File: config.mk
export PLATFORM = sky130hd
export DESIGN_NAME = s2cf_stage
export DESIGN_NICKNAME = d
export VERILOG_FILES = /design/src/sv/s2cf_pkg.sv /design/src/sv/s2cf_stage.sv
export SDC_FILE = /design/constraint.sdc
export NUM_CORES = 1
export LEC_CHECK = 0
export BUFFER_PORTS_ARGS = -buffer_cell sky130_fd_sc_hd__buf_2
export CORE_ASPECT_RATIO = 0.8
export CORE_UTILIZATION = 50
export CTS_CLUSTER_DIAMETER = 30
export DETAILED_ROUTE_END_ITERATION = 6
export GPL_TIMING_DRIVEN = 1
export PLACE_DENSITY = 0.85
export RECOVER_POWER = 25
export SLEW_MARGIN = 20
export SYNTH_ARGS = -nofsm -noshare
export SYNTH_HDL_FRONTEND = slang
export SYNTH_SLANG_ARGS = --single-unit
File: constraint.sdc
create_clock -name clk_i -period 1.2 [get_ports clk_i]
set_input_delay 0.24 -clock clk_i [delete_from_list [all_inputs] [get_ports clk_i]]
set_output_delay 0.24 -clock clk_i [all_outputs]
set_load 0.02 [all_outputs]
File: src/sv/s2cf_pkg.sv
// ----------------------------------------------------------------------------
// s2cf_pkg: shared types and constants for the spherical to Cartesian block
// Holds CORDIC widths, the arctangent table and the pipeline stage count.
// ----------------------------------------------------------------------------
package s2cf_pkg;

  localparam int unsigned CordicStages = 16;
  localparam int unsigned AtanEntries  = 24;
  localparam int unsigned NStages = (CordicStages > AtanEntries) ? AtanEntries : CordicStages;

  localparam int unsigned AngW = 17;
  localparam int unsigned MagW = 16;
  localparam int unsigned VecW = 16;
  // residual angle, degrees Q20, magnitude below 2^27
  localparam int unsigned ZW   = 29;
  // CORDIC vector Q2.30 plus headroom
  localparam int unsigned CW   = 33;

  localparam logic signed [AngW+1:0] Deg90    = 19'sd23040;
  localparam logic signed [AngW+1:0] HalfTurn = 19'sd46080;
  localparam logic signed [AngW+1:0] FullTurn = 19'sd92160;
  localparam logic signed [CW-1:0]   CordicGain = 33'sd652032874;

  function automatic logic signed [ZW-1:0] atan_q20(input logic [4:0] idx);
    logic signed [ZW-1:0] r;
    case (idx)
      5'd0:  r = 29'sd47185920;
      5'd1:  r = 29'sd27855475;
      5'd2:  r = 29'sd14718068;
      5'd3:  r = 29'sd7471121;
      5'd4:  r = 29'sd3750058;
      5'd5:  r = 29'sd1876857;
      5'd6:  r = 29'sd938658;
      5'd7:  r = 29'sd469357;
      5'd8:  r = 29'sd234682;
      5'd9:  r = 29'sd117342;
      5'd10: r = 29'sd58671;
      5'd11: r = 29'sd29335;
      5'd12: r = 29'sd14668;
      5'd13: r = 29'sd7334;
      5'd14: r = 29'sd3667;
      5'd15: r = 29'sd1833;
      5'd16: r = 29'sd917;
      5'd17: r = 29'sd458;
      5'd18: r = 29'sd229;
      5'd19: r = 29'sd115;
      5'd20: r = 29'sd57;
      5'd21: r = 29'sd29;
      5'd22: r = 29'sd14;
      5'd23: r = 29'sd7;
      default: r = '0;
    endcase
    return r;
  endfunction

  // one CORDIC rotation pair (elevation and azimuth) with passenger data
  typedef struct packed {
    logic signed [CW-1:0] xa;
    logic signed [CW-1:0] ya;
    logic signed [ZW-1:0] za;
    logic                 fa;
    logic signed [CW-1:0] xb;
    logic signed [CW-1:0] yb;
    logic signed [ZW-1:0] zb;
    logic                 fb;
    logic signed [MagW-1:0] mag;
  } cord_t;

  // wrap and fold an angle (deg Q8, 19 bit) into [-90,90]; returns flip flag
  function automatic logic signed [AngW+1:0] fold_ang(input logic signed [AngW+1:0] a,
                                                       output logic flip);
    logic signed [AngW+1:0] w;
    w = a;
    if (w >= HalfTurn) w = w - FullTurn;
    else if (w < -HalfTurn) w = w + FullTurn;
    flip = 1'b0;
    if (w > Deg90) begin
      w = HalfTurn - w;
      flip = 1'b1;
    end else if (w < -Deg90) begin
      w = -HalfTurn - w;
      flip = 1'b1;
    end
    return w;
  endfunction

endpackage

File: src/sv/s2cf_stage.sv
// ----------------------------------------------------------------------------
// s2cf_stage: one registered CORDIC rotation for both angles
// Rotates the elevation and azimuth vectors by atan(2^-i) and holds on stall.
// ----------------------------------------------------------------------------
module s2cf_stage
  import s2cf_pkg::*;
#(
  parameter int unsigned Idx = 0
) (
  input  logic  clk_i,
  input  logic  rst_ni,
  input  logic  en_i,
  input  logic  vld_i,
  input  cord_t d_i,
  output logic  vld_o,
  output cord_t d_o
);

  cord_t                rot_d;
  cord_t                dat_q;
  logic                 vld_q;
  logic signed [ZW-1:0] at;

  assign at = atan_q20(5'(Idx));

  // rotate both vectors toward zero residual
  always_comb begin
    rot_d = d_i;
    if (d_i.za >= 0) begin
      rot_d.xa = d_i.xa - (d_i.ya >>> Idx);
      rot_d.ya = d_i.ya + (d_i.xa >>> Idx);
      rot_d.za = d_i.za - at;
    end else begin
      rot_d.xa = d_i.xa + (d_i.ya >>> Idx);
      rot_d.ya = d_i.ya - (d_i.xa >>> Idx);
      rot_d.za = d_i.za + at;
    end
    if (d_i.zb >= 0) begin
      rot_d.xb = d_i.xb - (d_i.yb >>> Idx);
      rot_d.yb = d_i.yb + (d_i.xb >>> Idx);
      rot_d.zb = d_i.zb - at;
    end else begin
      rot_d.xb = d_i.xb + (d_i.yb >>> Idx);
      rot_d.yb = d_i.yb - (d_i.xb >>> Idx);
      rot_d.zb = d_i.zb + at;
    end
  end

  always_ff @(posedge clk_i or negedge rst_ni) begin
    if (!rst_ni) begin
      vld_q <= 1'b0;
    end else if (en_i) begin
      vld_q <= vld_i;
    end
  end

  always_ff @(posedge clk_i) begin
    if (en_i) begin
      dat_q <= rot_d;
    end
  end

  assign vld_o = vld_q;
  assign d_o   = dat_q;

endmodule

==> impl_metrics.yaml, run 1 <==
run_status:
  status: "stopped before the end"
  stop_stage: "global routing"
  error_line: "[ERROR GRT-0232] Routing congestion too high. Check the congestion heatmap in the GUI."
logic_synthesis:
  syn_inst: 1946
  syn-num-nets: 2390
  syn_area_per_cell_um2: 9.11
  synth_edf_count: 206
  synthTopCellsByCount: "a21oi_1, ha_1, inv_1"
  synth_area_leader_cell: "edfxtp_1"
  async_flop_share_pct: 0.483
  seq_area_frac_synth_pct: 35.0
  synth_xor_area_share_pct: 6.82
  synth_ff_type: "edfxtp_1"
  synth-compound-area-share_pct: 21.9
  yosys_register_bits: 207
  synth_adder_area_share_pct: 16.7
  synth_mux_area_share_pct: 1.71
  synthSimpleGateAreaFrac_pct: 11.1
  synthDistinctLibCells: 86
  synth_top_area_share_pct: 34.9
  synth.most_common_cell: "a21oi_1"
  synth_top_family_by_area: "compound AO/OA/AOI/OAI gates"
  yosys_warnings: 0
  netlist_area_mm2: 0.0177
  synth_area_leaders: "edfxtp_1, ha_1, a21oi_1"
floorplanning:
  die_h_um: 170
  io_pins: 421
  start_util_pct: 50.9
  fp.dieW_um: 212
  num_rows: 61
clocking:
  numCtsBuffers: 49
  cts_max_path_buffers: 3
  cts.sinks: 207
  h-tree-depth: 2
  root_buffer: "clkbuf_16"
place:
  gp_congestion: 1.03
  post-place-ws_ps: -2230
  dp.cells: 3429
  dp_hpwl_um: 57900
  io_buffers: 420
global_route:
  grt_util_all_layers_pct: 85.4
  grt_max_degree: 44
  overflow: 275
sta:
  grt-worst-endpoint: "d_o[174]$_DFFE_PP_/D"
  endpoint_type: "sequential cell input"
## routing by layer
metal	GRT usage [%]	GRT overflow
met5	50.2	4
met4	87.4	126
met3	76.0	5
met2	97.7	136
met1	83.4	4
## metrics by stage
stage,instance area (um2),hold slack [ps]
CTS,31300,66.5
global placement,26100,15.1
floorplan,18800,-55.6
detailed placement,26100,17.0
## timing repair
action,in CTS
gates resized for setup,609
pin swaps,258
hold buffers,61
setup buffers,88
hold endpoints to repair,60
setup endpoints to repair,335
## kinds of logic after synthesis
group / Yosys count
AO/OA/AOI/OAI: 611
XOR/XNOR: 138
adder cells (fa/ha/maj): 232
buffers and inverters: 301
flip-flops: 207
multiplexers: 30
AND/OR/NAND/NOR: 427
==> run 2: changes to the inputs <==
CORE_ASPECT_RATIO = not set   (was 0.8)
CORE_UTILIZATION = 35   (was 50)
CTS_CLUSTER_DIAMETER = not set   (was 30)
PLACE_DENSITY = not set   (was 0.85)
PLACE_DENSITY_LB_ADDON = 0.15   (was not set)
==> run 2 against run 1 <==
The flow now finishes, with violations (setup timing); synthesized area is the same; synthesized cell count is the same.
==> impl_metrics.yaml, run 2 <==
layout:
  layout_commonest_cell: "buf_4"
  layout.nets: 3577
  drive_gt1_share_pct: 53.3
  fill_cells: 4114
  final_cell_mix: "buf_4, buf_6, buf_2, edfxtp_1, inv_1"
  synthToLayoutAreaGrowth_pct: 80.9
  final_cell_area_mm2: 0.0321
  largest_register_ffs: 206
logic_synthesis:
  yosys_register_bits: 207
  synthTopCellsByCount: "a21oi_1, ha_1, inv_1"
  netlist_area_mm2: 0.0177
  synth_top_area_share_pct: 34.9
  syn_area_per_cell_um2: 9.11
  seq_area_frac_synth_pct: 35.0
  syn-num-nets: 2390
  synth_area_leader_cell: "edfxtp_1"
  synth.most_common_cell: "a21oi_1"
  syn_inst: 1946
  synth_edf_count: 206
  synth_ff_type: "edfxtp_1"
  async_flop_share_pct: 0.483
  synthDistinctLibCells: 86
  yosys_warnings: 0
  synth_area_leaders: "edfxtp_1, ha_1, a21oi_1"
floorplanning:
  start_util_pct: 35.4
  dieArea_mm2: 0.0515
  die_h_um: 227
  coreArea_mm2: 0.0501
  fp.dieW_um: 227
  num_rows: 82
  io_pins: 421
global_route:
  grt_util_met2_pct: 44.8
  grt_pass1_wl_um: 102000
  overflow: 0
  busiest_layer: "met2"
  grt_pass1_vias: 19100
  grt_use_met1_pct: 32.0
  antenna_found_initial: 7
  grt_util_all_layers_pct: 25.2
  grt_use_met3_pct: 2.43
  grt_max_degree: 85
routing:
  vias: 19000
  drt_iter0_drc: 966
  first_pass_iters: 5
  drc: 0
  drtAntennaViolNets: 0
  wl_per_cell_um: 18.1
  viasPerCell: 4.96
  routed_wl_um: 69100
sta:
  finalCritPeriodShare_pct: 228
  relSlewSlack_pct: 42.1
  maxSlewViolCount: 0
  final.setup.worst_slack_ps: -1530
  hold-worst-slack_ps: 56.9
  worst_pin_slew_ps: 869
  rsz0062_at_grt: "yes"
  finalClockSkew_ps: 0
  finalHoldViolations: 0
  finalCriticalPeriod_ps: 2730
  setup_viol: 345
  timing.fmax_mhz: 366
critical_path:
  path_class: "primary input to flop"
  reg2reg_slack_ps: 440
  critical-path-slowest-cell: "a2111o_1"
  worstPathRequired_ps: 1520
  path_max_fanout: 3
  r2r_end: "vld_o"
  reg2reg_depth: 1
  critPathTopFamily: "compound AO/OA/AOI/OAI gates"
  crit_path_start_kind: "primary input"
  critical_path.endpoint_type: "flop"
  arrival_ps: 3050
  r2r_start: "vld_o"
  slowest_delay_ps: 440
  cp_cell_sequence: "buf_12 > buf_8 > inv_12 > ha_4 > fa_2 > nand2b_4 > a21oi_4 > o21ai_2 > a21oi_2 > a21o_1 > a221oi_4 > o311ai_2 > nand2_1 > a2111o_1 > a31oi_1 > xnor2_1"
  crit_buf_inv: 3
clocking:
  cts_max_path_buffers: 3
  cts_tree: "done"
  cts.sinks: 207
  worst_skew_pair.late_latency_ps: 550
  clk_pin_slew_ps: 60
  h-tree-depth: 1
  numCtsBuffers: 25
  root_buffer: "clkbuf_16"
pwr:
  finalPower_mw: 33.6
  irDropWorstVdd_mv: 1.01
  power.density_mw_per_mm2: 1050
  p_leak_nw: 14.5
worst_hold_path:
  hold_end: "d_o[134]"
  hp-class: "primary input to flop"
  hp-start: "d_i[134]"
  hold_depth: 2
run_status:
  violations: "setup timing"
  status: "finished with violations"
place:
  placed_cell_area_mm2: 0.0264
  gp_congestion: 0.921
  post-place-ws_ps: -2230
  io_buffers: 420
  dp_hpwl_um: 54200
run:
  maxCapViolCount: 0
run 2: cell counts after synthesis:
No cell type changed its count.
run 2: routing by layer:
metal	vias to the layer above	routed length (um)	share of wire (%)
met1	9063	29000	42
met5	-	26	0.038
met4	4	2070	3.0
met3	115	2990	4.3
met2	494	35000	51
li1	9301	-	-
run 2: power by group:
group | total, mW | switching, mW | internal (mW) | leakage (nW)
clock | 7.81 | 3.14 | 4.67 | 0.402
sequential | 9.80 | 0.444 | 9.35 | 2.03
combinational | 16.0 | 8.10 | 7.89 | 12.1
run 2: repair_timing:
action	4_1_cts	5_1_grt
setup endpoints to repair	328	331
pin swaps	196	199
hold buffers	61	0
hold endpoints to repair	60	0
setup buffers	74	45
gates cloned	0	0
resized for setup	348	572
run 2: worst max-delay path by stage:
stage	from	to	slack (ps)	cells after the start
2_1_floorplan	d_i[142]	d_o[172]	-1800	13
3_3_place_gp	d_i[142]	d_o[172]	-2160	14
3_5_place_dp	d_i[142]	d_o[166]	-2230	16
4_1_cts	d_i[142]	d_o[172]	-1440	14
5_1_grt	d_i[142]	d_o[174]	-1590	14
6_report	d_i[142]	d_o[172]	-1530	16
run 2: final cells by class:
cell class,instances,area (um2),share of cell area (%)
sequential,207,6210,19.4
inverter,219,943,2.94
tap,672,841,2.62
clock inverter,18,211,0.660
timing repair buffer,1242,10100,31.4
clock buffer,25,626,1.95
multi-input combinational,1438,13200,41.0
antenna,4,10.0,0.0312
run 2: cell families after synthesis:
family | share of synthesized area (%)
compound gates | 21.9
xor+xnor | 6.82
fa+ha+maj | 16.7
buf+inv | 6.70
flops | 35.0
mux | 1.71
simple gates | 11.1
run 2: metrics by stage:
stage                     utilization (%)  TNS (ps)  std cells
after floorplan                         -   -132020       1946
after global placement               52.8   -201580       3637
after detailed placement             52.8   -205140       3637
after CTS                            59.7   -145840       3802
after global routing                 64.0   -161500       3825
final                                64.0   -140740       3825
No activity file was read; power rests on OpenSTA's default activity.
==> run 3: changes to the inputs <==
CORE_UTILIZATION = 60   (was 35)
==> run 3 against run 2 <==
The run now fails in clock tree synthesis; synthesized cell count did not move; synthesized area did not move.
==> impl_metrics.yaml, run 3 <==
logic_synthesis:
  syn_inst: 1946
  async_flop_share_pct: 0.483
  synth_top_area_share_pct: 34.9
  synth_mux_area_share_pct: 1.71
  syn_area_per_cell_um2: 9.11
  yosys_register_bits: 207
  synthSimpleGateAreaFrac_pct: 11.1
  synth.most_common_cell: "a21oi_1"
  synth_area_leader_cell: "edfxtp_1"
  synth_top_family_by_area: "compound AO/OA/AOI/OAI gates"
  synth_area_leaders: "edfxtp_1, ha_1, a21oi_1"
  seq_area_frac_synth_pct: 35.0
  syn-num-nets: 2390
  synth_xor_area_share_pct: 6.82
  synth_ff_type: "edfxtp_1"
  synth-compound-area-share_pct: 21.9
  synthDistinctLibCells: 86
  yosys_warnings: 0
  synth_edf_count: 206
  netlist_area_mm2: 0.0177
  synthTopCellsByCount: "a21oi_1, ha_1, inv_1"
  synth_adder_area_share_pct: 16.7
run_status:
  status: "stopped before the end"
  error_line: "[ERROR DPL-0038] Utilization greater than 100%, impossible to legalize"
  stop_stage: "clock tree synthesis"
floorplanning:
  fp.dieW_um: 174
  io_pins: 421
  num_rows: 62
  start_util_pct: 61.4
  die_h_um: 174
clocking:
  numCtsBuffers: 23
  cts_max_path_buffers: 3
  root_buffer: "clkbuf_16"
  post_cts_buffers: 76
  cts-resized-gates: 300
  h-tree-depth: 1
  cts_hold_buf: 60
  cts.sinks: 207
place:
  gp_congestion: 1.08
  io_buffers: 420
  dp.cells: 3311
  dp_hpwl_um: 57900
==> run 3: cell counts after synthesis <==
Identical to the previous run, type by type.
==> run 3: through the flow <==
stage	area [um2]	TNS, ps	hold WS (ps)	setup WS (ps)	util [%]
2_1_floorplan	18800	-132020	-55.6	-1800	-
3_3_place_gp	25800	-196560	14.4	-2130	89.3
3_5_place_dp	25800	-207880	17.8	-2240	89.3
==> run 3: logic make-up after synthesis <==
logic type / count (synthesis)
xor gates and xnor gates: 138
buffers and inverters: 301
AOI/OAI and AO/OA: 611
DFF: 207
muxes: 30
adders and majority gates: 232
and+or+nand+nor: 427
